### config.mk
export PLATFORM = sky130hd
export DESIGN_NAME = euc_jp_to_iso2022jp_converter
export DESIGN_NICKNAME = d
export VERILOG_FILES = /design/src/design/e2i_pkg.sv /design/src/design/e2i_front.sv /design/src/design/e2i_queue.sv /design/src/design/e2i_back.sv /design/src/design/euc_jp_to_iso2022jp_converter.sv
export SDC_FILE = /design/constraint.sdc
export NUM_CORES = 1
export LEC_CHECK = 0
export BUFFER_PORTS_ARGS = -buffer_cell sky130_fd_sc_hd__buf_2
export CELL_PAD_IN_SITES_DETAIL_PLACEMENT = 2
export CELL_PAD_IN_SITES_GLOBAL_PLACEMENT = 2
export CORE_ASPECT_RATIO = 1.75
export CORE_UTILIZATION = 47
export CTS_BUF_LIST = sky130_fd_sc_hd__clkbuf_4 sky130_fd_sc_hd__clkbuf_8
export CTS_CLUSTER_SIZE = 30
export DETAILED_ROUTE_END_ITERATION = 12
export PLACE_DENSITY_LB_ADDON = 0.1
export RECOVER_POWER = 100
export REMOVE_ABC_BUFFERS = 1
export SLEW_MARGIN = 30
export SYNTH_ARGS = -nofsm -noshare
export SYNTH_HDL_FRONTEND = slang
export SYNTH_SLANG_ARGS = --single-unit
export TNS_END_PERCENT = 5
### constraint.sdc
create_clock -name clock -period 19.5 [get_ports clock]
set_input_delay 0.975 -clock clock [delete_from_list [all_inputs] [get_ports clock]]
set_output_delay 0.975 -clock clock [all_outputs]
set_load 0.02 [all_outputs]
### src/design/e2i_pkg.sv
// Shared types, constants and escape tables for the EUC-JP to ISO-2022-JP converter.
// No dependencies; the front, queue, back and top-level files use it by scoped names.
`timescale 1ns / 1ps

package e2i_pkg;

   // Default number of plans held between the decoder and the byte emitter
   localparam int QUEUE_DEPTH = 2;

   // EUC-JP marker bytes
   localparam logic [7:0] SS2_BYTE  = 8'h8E;
   localparam logic [7:0] SS3_BYTE  = 8'h8F;
   localparam logic [7:0] HIGH_MARK = 8'hA0;
   localparam logic [6:0] ESC_BYTE  = 7'h1B;

   // Character sets of ISO-2022-JP
   typedef enum logic [1:0] {
      SET_ROMAN = 2'd0,
      SET_KANA  = 2'd1,
      SET_X0212 = 2'd2,
      SET_X0208 = 2'd3
   } set_type;

   // One output segment: optional escape into cs, then up to two character bytes
   typedef struct packed {
      logic        esc;
      set_type     cs;
      logic [1:0]  nbytes;
      logic [6:0]  b0;
      logic [6:0]  b1;
   } seg_type;

   // Work for one request: up to three characters plus a closing escape
   typedef struct packed {
      seg_type [3:0] seg;
      logic [1:0]    last_seg;
   } plan_type;

   // Length of the escape sequence that selects a set
   function automatic logic [2:0] esc_len(input set_type cs);
      logic [2:0] len;
      begin
         len = (cs == SET_X0212) ? 3'd4 : 3'd3;
         return len;
      end
   endfunction

   // Byte idx of the escape sequence that selects a set
   function automatic logic [6:0] esc_byte(input set_type cs, input logic [1:0] idx);
      logic [6:0] b;
      begin
         b = ESC_BYTE;
         case (cs)
            SET_ROMAN: begin
               case (idx)
                  2'd1:    b = 7'h28;
                  2'd2:    b = 7'h4A;
                  default: b = ESC_BYTE;
               endcase
            end
            SET_KANA: begin
               case (idx)
                  2'd1:    b = 7'h28;
                  2'd2:    b = 7'h49;
                  default: b = ESC_BYTE;
               endcase
            end
            SET_X0212: begin
               case (idx)
                  2'd1:    b = 7'h24;
                  2'd2:    b = 7'h28;
                  2'd3:    b = 7'h44;
                  default: b = ESC_BYTE;
               endcase
            end
            default: begin
               case (idx)
                  2'd1:    b = 7'h24;
                  2'd2:    b = 7'h42;
                  default: b = ESC_BYTE;
               endcase
            end
         endcase
         return b;
      end
   endfunction

endpackage

### src/design/e2i_front.sv
// Front end: accepts requests, decodes held bytes plus the new byte into a plan.
// Depends on e2i_pkg; owns the character-set mode and the held-byte registers.
`timescale 1ns / 1ps

module e2i_front (
   input  logic               clock,
   input  logic               reset,
   input  logic               req_valid,
   output logic               req_ready,
   input  logic [7:0]         req_in_byte,
   input  logic               req_byte_valid,
   input  logic               req_end_of_block,
   input  logic               queue_full,
   output logic               push,
   output e2i_pkg::plan_type  plan
);

   e2i_pkg::set_type mode_ff, mode_in;
   logic [1:0]       pcnt_ff, pcnt_in;
   logic [7:0]       pend_ff [2];
   logic [7:0]       pend_in [2];

   logic [7:0]       q [4];
   logic [1:0]       n;
   logic [1:0]       p;
   logic [1:0]       left;
   logic [1:0]       adv;
   logic             stop;
   logic             have;
   logic [2:0]       nseg;
   logic [7:0]       b, t1, t2;
   e2i_pkg::set_type m;
   e2i_pkg::seg_type seg;
   logic             accept;

   assign req_ready = !queue_full;
   assign accept    = req_valid && req_ready;

   // Gather held bytes and the new byte into one small window
   always_comb begin
      q[3] = 8'h00;
      case (pcnt_ff)
         2'd1: begin
            q[0] = pend_ff[0];
            q[1] = req_in_byte;
            q[2] = 8'h00;
         end
         2'd2: begin
            q[0] = pend_ff[0];
            q[1] = pend_ff[1];
            q[2] = req_in_byte;
         end
         default: begin
            q[0] = req_in_byte;
            q[1] = 8'h00;
            q[2] = 8'h00;
         end
      endcase
      n = pcnt_ff + {1'b0, req_byte_valid};
   end

   // Decode up to three characters, tracking the mode for escapes
   always_comb begin
      m    = mode_ff;
      p    = 2'd0;
      stop = 1'b0;
      nseg = 3'd0;
      plan = '0;
      seg  = '0;
      b    = 8'h00;
      t1   = 8'h00;
      t2   = 8'h00;
      left = 2'd0;
      adv  = 2'd0;
      have = 1'b0;
      for (int k = 0; k < 3; k++) begin
         have = 1'b0;
         seg  = '0;
         adv  = 2'd0;
         if (!stop && (p < n)) begin
            b    = q[p];
            t1   = q[p + 2'd1];
            t2   = q[p + 2'd2];
            left = n - p;
            if ((b < e2i_pkg::SS2_BYTE) || (b inside {[8'h90:8'h9F]})) begin
               have    = 1'b1;
               seg.cs  = e2i_pkg::SET_ROMAN;
               seg.nbytes = 2'd1;
               seg.b0  = b[6:0];
               adv     = 2'd1;
            end else if (b == e2i_pkg::SS2_BYTE) begin
               if (left >= 2'd2) begin
                  have    = 1'b1;
                  seg.cs  = e2i_pkg::SET_KANA;
                  seg.nbytes = 2'd1;
                  seg.b0  = t1[6:0];
                  adv     = 2'd2;
               end else begin
                  stop = 1'b1;
               end
            end else if (b == e2i_pkg::SS3_BYTE) begin
               if (left == 2'd3) begin
                  have = 1'b1;
                  if ((t1 <= e2i_pkg::HIGH_MARK) || (t2 <= e2i_pkg::HIGH_MARK)) begin
                     // bad trail: the lead goes out alone as Roman
                     seg.cs  = e2i_pkg::SET_ROMAN;
                     seg.nbytes = 2'd1;
                     seg.b0  = b[6:0];
                     adv     = 2'd1;
                  end else begin
                     seg.cs  = e2i_pkg::SET_X0212;
                     seg.nbytes = 2'd2;
                     seg.b0  = t1[6:0];
                     seg.b1  = t2[6:0];
                     adv     = 2'd3;
                  end
               end else begin
                  stop = 1'b1;
               end
            end else begin
               if (left >= 2'd2) begin
                  have = 1'b1;
                  if (t1 < e2i_pkg::HIGH_MARK) begin
                     seg.cs  = e2i_pkg::SET_ROMAN;
                     seg.nbytes = 2'd1;
                     seg.b0  = b[6:0];
                     adv     = 2'd1;
                  end else begin
                     seg.cs  = e2i_pkg::SET_X0208;
                     seg.nbytes = 2'd2;
                     seg.b0  = b[6:0];
                     seg.b1  = t1[6:0];
                     adv     = 2'd2;
                  end
               end else begin
                  stop = 1'b1;
               end
            end
            if (have) begin
               seg.esc = (seg.cs != m);
               plan.seg[nseg[1:0]] = seg;
               nseg = nseg + 3'd1;
               m    = seg.cs;
               p    = p + adv;
            end
         end
      end
      // Return to Roman at the end of a block
      if (req_end_of_block && (m != e2i_pkg::SET_ROMAN)) begin
         seg        = '0;
         seg.esc    = 1'b1;
         seg.cs     = e2i_pkg::SET_ROMAN;
         plan.seg[nseg[1:0]] = seg;
         nseg       = nseg + 3'd1;
         m          = e2i_pkg::SET_ROMAN;
      end
      plan.last_seg = 2'(nseg - 3'd1);
      mode_in    = m;
      pcnt_in    = n - p;
      pend_in[0] = q[p];
      pend_in[1] = q[p + 2'd1];
   end

   assign push = accept && (nseg != 3'd0);

   // Hold mode and count; advance on each accepted request
   always_ff @(posedge clock) begin
      if (reset) begin
         mode_ff <= e2i_pkg::SET_ROMAN;
         pcnt_ff <= 2'd0;
      end else if (accept) begin
         mode_ff <= mode_in;
         pcnt_ff <= pcnt_in;
      end
   end

   // Held bytes need no reset: only entries below the count are read
   always_ff @(posedge clock) begin
      if (accept) begin
         pend_ff[0] <= pend_in[0];
         pend_ff[1] <= pend_in[1];
      end
   end

endmodule

### src/design/e2i_queue.sv
// Plan queue between the decoder and the byte emitter.
// Depends on e2i_pkg for the plan type; depth is a parameter of at least 1.
`timescale 1ns / 1ps

module e2i_queue #(
   parameter int DEPTH = e2i_pkg::QUEUE_DEPTH
) (
   input  logic               clock,
   input  logic               reset,
   input  logic               push,
   input  e2i_pkg::plan_type  push_plan,
   input  logic               pop,
   output logic               full,
   output logic               head_valid,
   output e2i_pkg::plan_type  head_plan
);

   localparam int PW = (DEPTH > 1) ? $clog2(DEPTH) : 1;
   localparam int CW = $clog2(DEPTH + 1);

   e2i_pkg::plan_type entry_ff [DEPTH];
   logic [PW-1:0]     wr_ff, wr_in;
   logic [PW-1:0]     rd_ff, rd_in;
   logic [CW-1:0]     cnt_ff, cnt_in;
   logic              do_pop;

   assign full       = (cnt_ff == CW'(DEPTH));
   assign head_valid = (cnt_ff != '0);
   assign head_plan  = entry_ff[rd_ff];
   assign do_pop     = pop && head_valid;

   // Advance pointers with wrap and track fill
   always_comb begin
      wr_in  = wr_ff;
      rd_in  = rd_ff;
      cnt_in = cnt_ff;
      if (push) begin
         wr_in = (wr_ff == PW'(DEPTH - 1)) ? '0 : wr_ff + PW'(1);
      end
      if (do_pop) begin
         rd_in = (rd_ff == PW'(DEPTH - 1)) ? '0 : rd_ff + PW'(1);
      end
      if (push && !do_pop) begin
         cnt_in = cnt_ff + CW'(1);
      end else if (!push && do_pop) begin
         cnt_in = cnt_ff - CW'(1);
      end
   end

   always_ff @(posedge clock) begin
      if (reset) begin
         wr_ff  <= '0;
         rd_ff  <= '0;
         cnt_ff <= '0;
      end else begin
         wr_ff  <= wr_in;
         rd_ff  <= rd_in;
         cnt_ff <= cnt_in;
      end
   end

   // Store plans
   always_ff @(posedge clock) begin
      if (push) begin
         entry_ff[wr_ff] <= push_plan;
      end
   end

endmodule

### src/design/e2i_back.sv
// Back end: walks a plan one byte per cycle, unless stalled, into the response register.
// Depends on e2i_pkg for plan types and escape tables.
`timescale 1ns / 1ps

module e2i_back (
   input  logic               clock,
   input  logic               reset,
   input  logic               plan_valid,
   input  e2i_pkg::plan_type  plan,
   output logic               pop,
   output logic               rsp_valid,
   input  logic               rsp_ready,
   output logic [6:0]         rsp_out_byte,
   output logic               rsp_run_last
);

   logic [1:0]       seg_ff, seg_in;
   logic [2:0]       pos_ff, pos_in;
   logic             rsp_valid_ff, rsp_valid_in;
   logic [6:0]       rsp_byte_ff;
   logic             rsp_last_ff;

   e2i_pkg::seg_type cur;
   logic [2:0]       elen;
   logic [2:0]       len;
   logic [6:0]       nxt_byte;
   logic             seg_end;
   logic             plan_end;
   logic             load;

   // Pick the byte at the current position of the current segment
   always_comb begin
      cur  = plan.seg[seg_ff];
      elen = cur.esc ? e2i_pkg::esc_len(cur.cs) : 3'd0;
      len  = elen + {1'b0, cur.nbytes};
      if (pos_ff < elen) begin
         nxt_byte = e2i_pkg::esc_byte(cur.cs, pos_ff[1:0]);
      end else if (pos_ff == elen) begin
         nxt_byte = cur.b0;
      end else begin
         nxt_byte = cur.b1;
      end
      seg_end  = (pos_ff == (len - 3'd1));
      plan_end = seg_end && (seg_ff == plan.last_seg);
   end

   // Load the response register when it is empty or being taken
   assign load = plan_valid && (!rsp_valid_ff || rsp_ready);
   assign pop  = load && plan_end;

   always_comb begin
      seg_in       = seg_ff;
      pos_in       = pos_ff;
      rsp_valid_in = rsp_valid_ff && !rsp_ready;
      if (load) begin
         rsp_valid_in = 1'b1;
         if (plan_end) begin
            seg_in = 2'd0;
            pos_in = 3'd0;
         end else if (seg_end) begin
            seg_in = seg_ff + 2'd1;
            pos_in = 3'd0;
         end else begin
            pos_in = pos_ff + 3'd1;
         end
      end
   end

   always_ff @(posedge clock) begin
      if (reset) begin
         seg_ff       <= 2'd0;
         pos_ff       <= 3'd0;
         rsp_valid_ff <= 1'b0;
      end else begin
         seg_ff       <= seg_in;
         pos_ff       <= pos_in;
         rsp_valid_ff <= rsp_valid_in;
      end
   end

   // Response payload
   always_ff @(posedge clock) begin
      if (load) begin
         rsp_byte_ff <= nxt_byte;
         rsp_last_ff <= plan_end;
      end
   end

   assign rsp_valid    = rsp_valid_ff;
   assign rsp_out_byte = rsp_byte_ff;
   assign rsp_run_last = rsp_last_ff;

endmodule

### src/design/euc_jp_to_iso2022jp_converter.sv
// EUC-JP to ISO-2022-JP converter, top level.
// Depends on e2i_pkg, e2i_front, e2i_queue and e2i_back.
//
// Usage:
//   Request channel (req_*): one EUC-JP byte per request, with req_byte_valid
//   (0 means no byte, flush only) and req_end_of_block (return to Roman after
//   this byte, emitting ESC ( J when needed).
//   Response channel (rsp_*): one 7-bit ISO-2022-JP byte per response;
//   rsp_run_last marks the last byte caused by a request. A request that
//   completes no character and needs no closing escape produces no response at all.
//   The first byte of a request passes through the plan queue and the response
//   register. Throughput: one response byte per cycle while the receiver takes
//   them, set by the byte emitter; a request produces 0 to 12 bytes (typically
//   1 to 4). Requests are taken one per cycle while the plan queue
//   (QUEUE_DEPTH entries) has room.
//   Reset: mode returns to Roman, held bytes are dropped, queue is emptied.
//   When the receiver stalls, the response byte holds; the queue fills and
//   then req_ready drops.
`timescale 1ns / 1ps

module euc_jp_to_iso2022jp_converter #(
   parameter int QUEUE_DEPTH = e2i_pkg::QUEUE_DEPTH
) (
   input  logic        clock,
   input  logic        reset,
   input  logic        req_valid,
   output logic        req_ready,
   input  logic [7:0]  req_in_byte,
   input  logic        req_byte_valid,
   input  logic        req_end_of_block,
   output logic        rsp_valid,
   input  logic        rsp_ready,
   output logic [6:0]  rsp_out_byte,
   output logic        rsp_run_last
);

   e2i_pkg::plan_type push_plan;
   e2i_pkg::plan_type head_plan;
   logic              push;
   logic              pop;
   logic              full;
   logic              head_valid;

   // Decode and classify requests
   e2i_front u_front (
      .clock            (clock),
      .reset            (reset),
      .req_valid        (req_valid),
      .req_ready        (req_ready),
      .req_in_byte      (req_in_byte),
      .req_byte_valid   (req_byte_valid),
      .req_end_of_block (req_end_of_block),
      .queue_full       (full),
      .push             (push),
      .plan             (push_plan)
   );

   // Buffer plans between the two sides
   e2i_queue #(
      .DEPTH (QUEUE_DEPTH)
   ) u_queue (
      .clock      (clock),
      .reset      (reset),
      .push       (push),
      .push_plan  (push_plan),
      .pop        (pop),
      .full       (full),
      .head_valid (head_valid),
      .head_plan  (head_plan)
   );

   // Emit bytes
   e2i_back u_back (
      .clock        (clock),
      .reset        (reset),
      .plan_valid   (head_valid),
      .plan         (head_plan),
      .pop          (pop),
      .rsp_valid    (rsp_valid),
      .rsp_ready    (rsp_ready),
      .rsp_out_byte (rsp_out_byte),
      .rsp_run_last (rsp_run_last)
   );

endmodule

==> results.cfg <==
[clocking]
clockBufferDepth = 2
cts_hold_buf = 0
cts_made_buffers = 17
cts_tree = yes
cts_sinks = 187
clkTransAtPathRegs_ns = 0.12
cts_setup_buffers = 0
clk_latency_ns = 0.54
h-tree-depth = 4
cts-root-buf = clkbuf_8
ctsResizeCount = 0

[final_layout]
nNetsFinal = 1269
fillers = 2653
seq_area_um2 = 5470
final_area_um2 = 13100
area_delta_synth_final_pct = 6.15
drive_gt1_share_pct = 13.1
multiInputGateArea_um2 = 6410
fin_cells = 1555
n_antenna_cell = 0

[routing]
ant_nets = 0
drtIter0Drc = 838
dr.pass1.iters = 7
wl_per_cell_um = 35.9
drc = 0
avgViaCountPerCell = 7.24
routed_wl_um = 55900
vias = 11300

[timing]
clock.fmax_mhz = 67.2
fin_crit_sh_pct = 76.3
slew-limit-headroom_pct = -125
hold_violations = 0
rsz0062_at_grt = false
tns_ns = 0
skew_ns = 0.0206
min_period_ns = 14.89
worst_slew_pin_slew_ns = 3.37
slew_viol_final = 79
finalSetupViolations = 0

[place]
place_area_um2 = 12800
portBuffers = 23
dp_hpwl_um = 40100
gp_congestion = 0.981
dp_cells = 1523

[setup_path]
cp_max_fo = 74
r2r_start = u_front.pcnt_ff[0]
timing.critical_path.mode_cell = inv_1
cp_num_buf_inv = 11
max_stage_delay_ns = 1.24
worst_setup_path_end_kind = flop
cp_top_family = buffers and inverters
worstSetupStartpointType = flop
timing.rr.end = u_queue.entry_ff[1][62]
crit_required_ns = 19.67
ff2ff_path_depth = 34
path_class = reg -> reg
crit_arrival_ns = 15.06
slowest_stage = clkbuf_1
reg2reg_setup_slack_ns = 4.61

[yosys]
yosys-top-cells-area = edfxtp_1 42%, mux4_2 7.8%, nor2_1 5.7%
ys_ff_latch = 187
yosysTopAreaCell = edfxtp_1
synth.avg_cell_area_um2 = 10.0
yosysTopAreaCellShare_pct = 41.8
async_flop_share_pct = 0
yosysSeqAreaShare_pct = 44.3
yosys.cell_types.count = 92
synthCells = 1233
synth_edf_count = 172
synth_ff_type = edfxtp_1
synth.cell_area_um2 = 12300
synth_common_cells = 189 x nor2_1, 172 x edfxtp_1, 95 x nand2_1
yosysWarnings = 0
yosysMostFrequentCell = nor2_1

[hold_path]
hold_end = u_queue.rd_ff
hold_depth = 2
min-delay-start = u_queue.rd_ff
min_path_type = reg -> reg

[global_routing]
grt_max_degree = 75
grt_pass1_vias = 12300
grt_antenna_before_repair = 1
grt_pass1_wl_um = 82700
grt-ovfl-total = 0
grtUsageTotal_pct = 42.1

[floorplanning]
die_area_um2 = 26900
die_w_um = 125
dieHeight_um = 216
core_area_um2 = 25900
num_rows = 78
initial_core_util_pct = 47.7
ioPinCount = 24

[outcome]
violations = max-capacitance violations, max-slew violations
status = complete, but fails checks

[job]
max_cap_viol_count = 2
## registers in the layout, summed over array words and instances (netlist names), named ones only
name,count
u_back.seg_ff,2
u_back.rsp_valid,1
u_queue.cnt_ff,2
u_front.pcnt_ff,2
u_back.rsp_out_byte,7
u_queue.wr_ff,1
u_front.mode_ff,2
u_back.pos_ff,3
u_back.rsp_run_last,1
u_queue.entry_ff,148
u_front.pend_ff,16
u_queue.rd_ff,1
## stage by stage
step | hold slack (ns) | util (%) | worst slack, ns
after floorplan | 0.472 | - | 7.60
after global placement | 0.479 | 49.3 | 8.60
after detailed placement | 0.541 | 49.3 | 8.01
after CTS | 0.574 | 50.9 | 8.28
after global routing | 0.601 | 50.7 | 3.90
final | 0.555 | 50.7 | 4.61
## area by class of cell
| type | instances | share of cell area (%) |
|---|---|---|
| inverters | 37 | 1.06 |
| clock buffers | 19 | 1.90 |
| well taps | 320 | 3.06 |
| multi-input cells | 930 | 48.9 |
| clock inverters | 13 | 1.16 |
| repair buffers | 49 | 2.18 |
| flip-flops and latches | 187 | 41.7 |
## placed cells by master, fill, tap and decap left out, types with 13 or more instances in the layout
| cell type | instances |
|---|---|
| nor2_1 | 187 |
| mux2i_1 | 20 |
| nand2_1 | 97 |
| a211oi_1 | 35 |
| nand3_1 | 25 |
| xnor2_1 | 13 |
| edfxtp_1 | 172 |
| mux4_2 | 43 |
| ha_1 | 31 |
| buf_4 | 19 |
| o21ai_0 | 57 |
| inv_1 | 34 |
| or2_2 | 15 |
| nor2b_1 | 14 |
| a21oi_1 | 90 |
| dfxtp_1 | 13 |
| a22oi_1 | 19 |
| clkbuf_1 | 16 |
| nor3_1 | 35 |
| o22ai_1 | 41 |
| clkbuf_8 | 17 |
## tightest hold or removal path, stage by stage (launching register included)
cell	delay, ns
dfxtp_1	0.36
xor2_1	0.10
nor2_1	0.08
## how the worst max path moves through the flow
stage                         endpoint  slack, ns          startpoint  cells past startpoint
2_1_floorplan   u_queue.entry_ff[0][0]       7.60  u_front.pcnt_ff[0]                     28
3_3_place_gp   u_queue.entry_ff[0][24]       8.60      req_byte_valid                     32
3_5_place_dp   u_queue.entry_ff[0][24]       8.01      req_byte_valid                     32
4_1_cts        u_queue.entry_ff[1][70]       8.28  u_front.pcnt_ff[0]                     35
5_1_grt             u_front.pcnt_ff[1]       3.90  u_front.pcnt_ff[0]                     31
6_report       u_queue.entry_ff[1][62]       4.61  u_front.pcnt_ff[0]                     34
## metal layers
layer	vias up	part of all wire, %	routed length, um	GRT usage (%)
li1	4661	-	-	-
met1	5779	34	19000	42.9
met2	582	52	29100	75.7
met3	234	5.1	2870	6.67
met4	2	8.7	4870	33.4
met5	-	0.016	9	0
## kinds of logic (layout without fill, tap and decap cells)
| logic type | Yosys count | in the layout | share of synthesized area, % |
|---|---|---|---|
| XOR/XNOR | 20 | 20 | 1.42 |
| multiplexers | 69 | 69 | 10.1 |
| buffers and inverters | 116 | 118 | 3.84 |
| AND/OR/NAND/NOR | 445 | 445 | 16.7 |
| flip-flops | 187 | 187 | 44.3 |
| AO/OA/AOI/OAI | 363 | 363 | 20.2 |
| adder cells (fa/ha/maj) | 33 | 33 | 3.47 |
Power is not shown: default switching activity piles up to over one toggle a cycle in this logic, so the estimate is an artifact.
